**src/rtl/core/ple4d_pkg.sv**
```systemverilog
// shared types and constants for the 4-d path length block
// no dependencies
package ple4d_pkg;

    localparam int COORD_W    = 16;
    localparam int DIMENSIONS = 4;
    localparam int DIM_IDX_W  = $clog2(DIMENSIONS);
    localparam int SQ_W       = 2 * COORD_W;
    localparam int SUM_W      = SQ_W + $clog2(DIMENSIONS);
    localparam int ROOT_ITERS = (SUM_W + 1) / 2;
    localparam int RW         = 2 * ROOT_ITERS + 1;
    localparam int DIST_W     = ROOT_ITERS + 1;
    localparam int STEP_W     = 18;
    localparam int TOTAL_W    = 40;

    localparam logic [TOTAL_W-1:0] TOTAL_MAX = {TOTAL_W{1'b1}};

    typedef struct packed {
        logic                      start_path;
        logic signed [COORD_W-1:0] coord_x;
        logic signed [COORD_W-1:0] coord_y;
        logic signed [COORD_W-1:0] coord_z;
        logic signed [COORD_W-1:0] coord_k;
    } t_point_in;

    typedef struct packed {
        logic [STEP_W-1:0]  step_distance;
        logic [TOTAL_W-1:0] path_total;
        logic               total_saturated;
    } t_result;

    typedef enum logic [1:0] {
        KIND_STEP  = 2'd0,
        KIND_START = 2'd1,
        KIND_FIRST = 2'd2
    } t_kind;

    typedef struct packed {
        t_kind                             kind;
        logic [DIMENSIONS-1:0][COORD_W-1:0] mag;
    } t_work;

    typedef struct packed {
        logic full;
        logic empty;
    } t_fifo_stat;

endpackage

```
**src/rtl/core/ple4d_front.sv**
```systemverilog
// front end: accepts points, classifies them and forms coordinate difference magnitudes
// depends on ple4d_pkg
module ple4d_front (
    input  logic                  i_clk,
    input  logic                  i_rst_n,
    input  logic                  i_valid,
    output logic                  o_ready,
    input  ple4d_pkg::t_point_in  i_point,
    input  ple4d_pkg::t_fifo_stat i_stat,
    output logic                  o_push,
    output ple4d_pkg::t_work      o_work
);

    logic signed [ple4d_pkg::COORD_W-1:0] r_prev [ple4d_pkg::DIMENSIONS];
    logic                                 r_have_prev;
    logic signed [ple4d_pkg::COORD_W-1:0] w_pt   [ple4d_pkg::DIMENSIONS];
    logic signed [ple4d_pkg::COORD_W:0]   w_diff [ple4d_pkg::DIMENSIONS];

    assign w_pt[0] = i_point.coord_x;
    assign w_pt[1] = i_point.coord_y;
    assign w_pt[2] = i_point.coord_z;
    assign w_pt[3] = i_point.coord_k;

    assign o_ready = !i_stat.full;
    assign o_push  = i_valid && o_ready;

    always_comb begin
        for (int d = 0; d < ple4d_pkg::DIMENSIONS; d++) begin
            w_diff[d] = {w_pt[d][ple4d_pkg::COORD_W-1], w_pt[d]}
                      - {r_prev[d][ple4d_pkg::COORD_W-1], r_prev[d]};
            if (w_diff[d] < 0) begin
                o_work.mag[d] = ple4d_pkg::COORD_W'(-w_diff[d]);
            end else begin
                o_work.mag[d] = ple4d_pkg::COORD_W'(w_diff[d]);
            end
        end
        if (i_point.start_path) begin
            o_work.kind = ple4d_pkg::KIND_START;
        end else if (!r_have_prev) begin
            o_work.kind = ple4d_pkg::KIND_FIRST;
        end else begin
            o_work.kind = ple4d_pkg::KIND_STEP;
        end
    end

    always_ff @(posedge i_clk) begin
        if (!i_rst_n) begin
            r_have_prev <= 1'b0;
        end else if (o_push) begin
            r_have_prev <= 1'b1;
        end
    end

    always_ff @(posedge i_clk) begin
        if (o_push) begin
            r_prev <= w_pt;
        end
    end

endmodule

```
**src/rtl/core/ple4d_fifo.sv**
```systemverilog
// work queue between front and back ends
// depends on ple4d_pkg
module ple4d_fifo #(
    parameter int DEPTH = 4
) (
    input  logic                  i_clk,
    input  logic                  i_rst_n,
    input  logic                  i_push,
    input  ple4d_pkg::t_work      i_work,
    input  logic                  i_pop,
    output ple4d_pkg::t_work      o_work,
    output ple4d_pkg::t_fifo_stat o_stat
);

    localparam int PTR_W = $clog2(DEPTH);
    localparam int CNT_W = $clog2(DEPTH + 1);

    ple4d_pkg::t_work  r_mem [DEPTH];
    logic [PTR_W-1:0]  r_wptr;
    logic [PTR_W-1:0]  r_rptr;
    logic [CNT_W-1:0]  r_count;

    assign o_work       = r_mem[r_rptr];
    assign o_stat.full  = (r_count == CNT_W'(DEPTH));
    assign o_stat.empty = (r_count == '0);

    always_ff @(posedge i_clk) begin
        if (!i_rst_n) begin
            r_wptr  <= '0;
            r_rptr  <= '0;
            r_count <= '0;
        end else begin
            if (i_push) begin
                r_wptr <= (r_wptr == PTR_W'(DEPTH - 1)) ? '0 : r_wptr + 1'b1;
            end
            if (i_pop) begin
                r_rptr <= (r_rptr == PTR_W'(DEPTH - 1)) ? '0 : r_rptr + 1'b1;
            end
            if (i_push && !i_pop) begin
                r_count <= r_count + 1'b1;
            end else if (i_pop && !i_push) begin
                r_count <= r_count - 1'b1;
            end
        end
    end

    always_ff @(posedge i_clk) begin
        if (i_push) begin
            r_mem[r_wptr] <= i_work;
        end
    end

endmodule

```
**src/rtl/core/ple4d_back.sv**
```systemverilog
// back end: sum of squares, bit-pair ceiling square root, saturating path total
// depends on ple4d_pkg
module ple4d_back (
    input  logic                  i_clk,
    input  logic                  i_rst_n,
    input  ple4d_pkg::t_fifo_stat i_stat,
    input  ple4d_pkg::t_work      i_work,
    output logic                  o_pop,
    output logic                  o_valid,
    input  logic                  i_ready,
    output ple4d_pkg::t_result    o_result
);

    typedef enum logic [3:0] {
        ST_IDLE   = 4'b0001,
        ST_SQUARE = 4'b0010,
        ST_ROOT   = 4'b0100,
        ST_ACCUM  = 4'b1000
    } t_back_state;

    t_back_state                                  r_state;
    ple4d_pkg::t_kind                             r_kind;
    logic [ple4d_pkg::DIMENSIONS-1:0][ple4d_pkg::COORD_W-1:0] r_mag;
    logic [ple4d_pkg::DIM_IDX_W-1:0]              r_dim;
    logic [ple4d_pkg::SUM_W-1:0]                  r_sum;
    logic [ple4d_pkg::RW-1:0]                     r_rem;
    logic [ple4d_pkg::RW-1:0]                     r_root;
    logic [ple4d_pkg::RW-1:0]                     r_bit;
    logic [ple4d_pkg::TOTAL_W-1:0]                r_total;
    logic                                         r_sat;
    logic                                         r_out_valid;
    ple4d_pkg::t_result                           r_out;

    logic [ple4d_pkg::SQ_W-1:0]      w_sq;
    logic [ple4d_pkg::SUM_W-1:0]     n_sum;
    logic [ple4d_pkg::RW-1:0]        w_trial;
    logic [ple4d_pkg::DIST_W-1:0]    w_dist;
    logic [ple4d_pkg::TOTAL_W:0]     w_add;
    logic [ple4d_pkg::TOTAL_W-1:0]   n_total;
    logic                            n_sat;
    logic                            w_load;

    assign o_pop    = r_state[0] && !i_stat.empty;
    assign o_valid  = r_out_valid;
    assign o_result = r_out;

    assign w_sq    = r_mag[r_dim] * r_mag[r_dim];
    assign n_sum   = r_sum + ple4d_pkg::SUM_W'(w_sq);
    assign w_trial = r_root + r_bit;
    assign w_load  = (r_state == ST_ACCUM) && (!r_out_valid || i_ready);

    always_comb begin
        if (r_kind == ple4d_pkg::KIND_STEP) begin
            w_dist = ple4d_pkg::DIST_W'(r_root) + ple4d_pkg::DIST_W'(r_rem != '0);
        end else begin
            w_dist = '0;
        end
        w_add   = {1'b0, r_total} + (ple4d_pkg::TOTAL_W + 1)'(w_dist);
        n_total = r_total;
        n_sat   = r_sat;
        case (r_kind)
            ple4d_pkg::KIND_START: begin
                n_total = '0;
                n_sat   = 1'b0;
            end
            ple4d_pkg::KIND_STEP: begin
                if (w_add >= {1'b0, ple4d_pkg::TOTAL_MAX}) begin
                    n_total = ple4d_pkg::TOTAL_MAX;
                    n_sat   = 1'b1;
                end else begin
                    n_total = w_add[ple4d_pkg::TOTAL_W-1:0];
                end
            end
            default: begin
                n_total = r_total;
                n_sat   = r_sat;
            end
        endcase
    end

    always_ff @(posedge i_clk) begin
        if (!i_rst_n) begin
            r_state     <= ST_IDLE;
            r_total     <= '0;
            r_sat       <= 1'b0;
            r_out_valid <= 1'b0;
        end else begin
            if (w_load) begin
                r_out_valid <= 1'b1;
            end else if (i_ready) begin
                r_out_valid <= 1'b0;
            end
            case (r_state)
                ST_IDLE: begin
                    if (o_pop) begin
                        r_state <= (i_work.kind == ple4d_pkg::KIND_STEP) ? ST_SQUARE : ST_ACCUM;
                    end
                end
                ST_SQUARE: begin
                    if (r_dim == ple4d_pkg::DIM_IDX_W'(ple4d_pkg::DIMENSIONS - 1)) begin
                        r_state <= ST_ROOT;
                    end
                end
                ST_ROOT: begin
                    if (r_bit[0]) begin
                        r_state <= ST_ACCUM;
                    end
                end
                ST_ACCUM: begin
                    if (w_load) begin
                        r_total <= n_total;
                        r_sat   <= n_sat;
                        r_state <= ST_IDLE;
                    end
                end
                default: begin
                    r_state <= ST_IDLE;
                end
            endcase
        end
    end

    always_ff @(posedge i_clk) begin
        case (r_state)
            ST_IDLE: begin
                r_kind <= i_work.kind;
                r_mag  <= i_work.mag;
                r_dim  <= '0;
                r_sum  <= '0;
            end
            ST_SQUARE: begin
                r_sum  <= n_sum;
                r_dim  <= r_dim + 1'b1;
                r_rem  <= ple4d_pkg::RW'(n_sum);
                r_root <= '0;
                r_bit  <= ple4d_pkg::RW'(1) << (2 * (ple4d_pkg::ROOT_ITERS - 1));
            end
            ST_ROOT: begin
                if (r_rem >= w_trial) begin
                    r_rem  <= r_rem - w_trial;
                    r_root <= (r_root >> 1) + r_bit;
                end else begin
                    r_root <= r_root >> 1;
                end
                r_bit <= r_bit >> 2;
            end
            ST_ACCUM: begin
                if (w_load) begin
                    r_out.step_distance   <= ple4d_pkg::STEP_W'(w_dist);
                    r_out.path_total      <= n_total;
                    r_out.total_saturated <= n_sat;
                end
            end
            default: begin
                r_dim <= '0;
            end
        endcase
    end

endmodule

```
**src/rtl/core/path_length_4d_euclidean_top.sv**
```systemverilog
// a point that needs a distance passes the queue, then the back end square, root and accumulate states
// the back end pops a new point only from its idle state, after the 17-step bit-pair square root
// path starts and first points skip the square and root states; the queue holds QUEUE_DEPTH points
// reset: i_rst_n low at a clock edge empties the queue, drops any pending result,
// clears the path total, the saturation flag and the previous-point flag
module path_length_4d_euclidean_top #(
    parameter int QUEUE_DEPTH = 4
) (
    input  logic                 i_clk,
    input  logic                 i_rst_n,
    input  logic                 i_valid,
    output logic                 o_ready,
    input  ple4d_pkg::t_point_in i_point,
    output logic                 o_valid,
    input  logic                 i_ready,
    output ple4d_pkg::t_result   o_result
);

    ple4d_pkg::t_fifo_stat w_stat;
    ple4d_pkg::t_work      w_push_work;
    ple4d_pkg::t_work      w_pop_work;
    logic                  w_push;
    logic                  w_pop;

    ple4d_front u_front (
        .i_clk   (i_clk),
        .i_rst_n (i_rst_n),
        .i_valid (i_valid),
        .o_ready (o_ready),
        .i_point (i_point),
        .i_stat  (w_stat),
        .o_push  (w_push),
        .o_work  (w_push_work)
    );

    ple4d_fifo #(
        .DEPTH (QUEUE_DEPTH)
    ) u_fifo (
        .i_clk   (i_clk),
        .i_rst_n (i_rst_n),
        .i_push  (w_push),
        .i_work  (w_push_work),
        .i_pop   (w_pop),
        .o_work  (w_pop_work),
        .o_stat  (w_stat)
    );

    ple4d_back u_back (
        .i_clk    (i_clk),
        .i_rst_n  (i_rst_n),
        .i_stat   (w_stat),
        .i_work   (w_pop_work),
        .o_pop    (w_pop),
        .o_valid  (o_valid),
        .i_ready  (i_ready),
        .o_result (o_result)
    );

    a_sat_means_max: assert property (@(posedge i_clk) disable iff (!i_rst_n)
        o_valid && o_result.total_saturated |-> o_result.path_total == ple4d_pkg::TOTAL_MAX)
        else $error("saturated result without maximum total");

    a_max_means_sat: assert property (@(posedge i_clk) disable iff (!i_rst_n)
        o_valid && !o_result.total_saturated |-> o_result.path_total != ple4d_pkg::TOTAL_MAX)
        else $error("maximum total without saturation flag");

    a_queue_status: assert property (@(posedge i_clk) disable iff (!i_rst_n)
        !(w_stat.full && w_stat.empty) && !(w_pop && w_stat.empty))
        else $error("queue status inconsistent");

    a_start_zero_step: assert property (@(posedge i_clk) disable iff (!i_rst_n)
        o_valid && o_result.path_total == '0 |-> o_result.step_distance == '0)
        else $error("nonzero step with empty total");

endmodule

```
**config.mk**
```make
export PLATFORM = sky130hd
export DESIGN_NAME = path_length_4d_euclidean_top
export DESIGN_NICKNAME = d
export VERILOG_FILES = /design/src/rtl/core/ple4d_pkg.sv /design/src/rtl/core/ple4d_front.sv /design/src/rtl/core/ple4d_fifo.sv /design/src/rtl/core/ple4d_back.sv /design/src/rtl/core/path_length_4d_euclidean_top.sv
export SDC_FILE = /design/constraint.sdc
export NUM_CORES = 2
export LEC_CHECK = 0
export BUFFER_PORTS_ARGS = -buffer_cell sky130_fd_sc_hd__buf_2
export CAP_MARGIN = 20
export CORE_ASPECT_RATIO = 0.75
export CORE_MARGIN = 8
export CORE_UTILIZATION = 30
export DETAILED_ROUTE_END_ITERATION = 8
export HOLD_SLACK_MARGIN = 0.08
export SETUP_SLACK_MARGIN = 0.2
export SLEW_MARGIN = 5
export SYNTH_ARGS = -nofsm -noshare
export SYNTH_HDL_FRONTEND = slang
export SYNTH_SLANG_ARGS = --single-unit
```
**constraint.sdc**
```tcl
create_clock -name i_clk -period 13.1 [get_ports i_clk]
set_clock_uncertainty 0.05 [all_clocks]
set_input_delay 3.275 -clock i_clk [delete_from_list [all_inputs] [get_ports i_clk]]
set_output_delay 3.275 -clock i_clk [all_outputs]
set_load 0.02 [all_outputs]
```
==> flow_summary.yaml <==
setup_path:
  worstPathRequired_ps: 13440
  critical_path.startpoint_type: "register"
  cp_slowest_stage_delay_ps: 990
  cp_slowest_cell: "o41ai_1"
  crit_type: "register to register"
  critPathCaptureType: "register"
  crit_arrival_ps: 9620
  cp_max_fo: 32
  cp_top_family: "adder cells"
  cp_common_cell: "fa_1"
  rrSetupSlack_ps: 3820
  path_buf_inv: 6
clock_network:
  clock-sinks: 632
  cts_max_path_buffers: 3
  clk_pin_slew_ps: 60
  clkLatencyLatePin_ps: 650
  cts-htree-levels: 3
  cts_tree: "done"
  cts_buffers: 75
  cts-hold-fix-buffers: 0
  cts_setup_buffers: 0
  cts.repair.resized: 0
  clock-root-buffer: "clkbuf_16"
global_routing:
  grt_first_pass_wirelength_microns: 155000
  grt_pass1_vias: 28300
  use_met3_pct: 2.59
  grt_max_degree: 67
  grt_use_met2_pct: 20.2
  grt.busiest_layer: "met2"
  grt_overflow: 0
  track_usage_pct: 12.8
  use_met1_pct: 17.9
  grt_antenna_before_repair: 6
route:
  drt-total-wl_microns: 96200
  first_iter_violations: 1998
  drc_errors: 0
  postRouteAntennaNets: 0
  num_vias: 28200
  first_pass_iters: 5
  avgRoutedWirePerCell_microns: 17.0
  viasPerCell: 4.98
timing:
  fin_setup_tns_ps: 0
  final-setup-viol-count: 0
  maxSlewHeadroom_pct: 24.5
  finalHoldViolations: 0
  hold_ws_ps: 415
  report.final.slew_viol_count: 0
  fin_crit_sh_pct: 70.8
  rsz0062_at_grt: "false"
  worst_pin_slew_ps: 1130
  period_minus_slack_ps: 9280
  timing.fmax_ghz: 0.108
min_path:
  hold_path.class: "register to register"
flow_run:
  drv_cap: 0
synthesis:
  ys_seq_area_share_pct: 44.8
  async_reset_ff_share_pct: 0
  yosys_register_bits: 632
  yosys_warnings: 0
  syn_area_per_cell_sq_um: 11.1
  syn-num-nets: 4236
  syn_inst: 3693
  synth_ff_type: "edfxtp_1"
  synthDistinctLibCells: 76
  netlist_area_sq_um: 41100
  synth-edff-count: 576
die:
  dieArea_sq_um: 149000
  chipHeight_microns: 337
  placementRows: 117
  die_w_microns: 444
  start_util_pct: 30.3
  io_pins: 130
  core_area_sq_um: 136000
cells_and_area:
  final_common_cell: "edfxtp_1"
  fillCellCount: 13500
  area_growth_pct: 12.2
  nNetsFinal: 4350
  drive_gt1_share_pct: 10.3
  layout_common_cells: "edfxtp_1, inv_1, nand2_1, nor2_1, ha_1"
placed_design:
  hpwl_microns: 72000
  place_congestion: 0.888
  io_buffers: 129
outcome:
  status: "complete, no violations"
per-stage QoR:
step / area (sq um) / util, % / std cells / setup WS, ps
floorplan: 41100 / - / 3693 / 5220
global placement: 43800 / 32.2 / 5514 / 4180
detailed placement: 43800 / 32.2 / 5514 / 3980
CTS: 46100 / 34.0 / 5648 / 3980
global route: 46200 / 34.0 / 5650 / 3260
finish: 46200 / 34.0 / 5650 / 3820
cell type report:
type                       count  area [sq um]  share of cell area, %
multi-input combinational   2532         20800                   45.0
sequential                   632         18400                   39.9
tap                         1785          2230                   4.84
clock buffer                  87          2000                   4.32
inverter                     405          1520                   3.30
timing repair buffer         161           883                   1.91
clock inverter                47           343                  0.743
antenna                        1          2.50                0.00542
cells in the mapped netlist, drive strengths merged, types with 39 or more instances:
cell | number | area, sq um
inv | 399 | 1500
edfxtp | 576 | 17300
a21o | 39 | 293
o21a | 43 | 323
clkbuf | 105 | 394
nand2 | 306 | 1150
mux4 | 67 | 1510
nand3 | 75 | 375
a31oi | 75 | 469
nor3 | 59 | 295
xor2 | 113 | 990
a211oi | 41 | 308
ha | 270 | 3380
nor2 | 287 | 1080
o21ai | 186 | 931
dfxtp | 56 | 1120
fa | 204 | 4080
xnor2 | 135 | 1180
a21oi | 165 | 826
and2 | 44 | 275
registers in the layout, summed over array words and instances, names as in the netlist, 17 cells and up, named ones only:
name	flops
u_back.r_root	35
u_front.r_prev	64
u_back.r_sum	34
u_back.r_mag	64
u_back.r_rem	35
u_back.r_bit	17
u_fifo.r_mem	264
u_back.r_total	40
u_back.o_result	59
logic make-up after synthesis:
group                    count (synthesis)  synth area share, %
AO/OA/AOI/OAI                          722                 11.1
adder cells (fa/ha/maj)                474                 18.1
flip-flops                             632                 44.8
AND/OR/NAND/NOR                        978                 11.1
multiplexers                           110                 4.76
XOR/XNOR                               248                 5.28
buffers and inverters                  529                 4.87
layer usage:
metal	up-vias	part of all wire, %
met4	6	2.1
met3	136	6.4
met5	-	0.041
li1	13400	-
met2	714	44
met1	13900	47
worst paths after layout:
kind | cells after the start | startpoint | endpoint
worst max-delay path | 25 | u_back.r_dim[1] | u_back.r_rem[33]
worst min-delay path | 1 | u_front.r_have_prev | u_front.r_have_prev
worst max register to register | 25 | u_back.r_dim[1] | u_back.r_rem[33]
worst min register to register | 1 | u_front.r_have_prev | u_front.r_have_prev
Power is left out: the tool's default activity adds up to more than one toggle a clock period on the data nets, which glitch-free logic cannot reach.
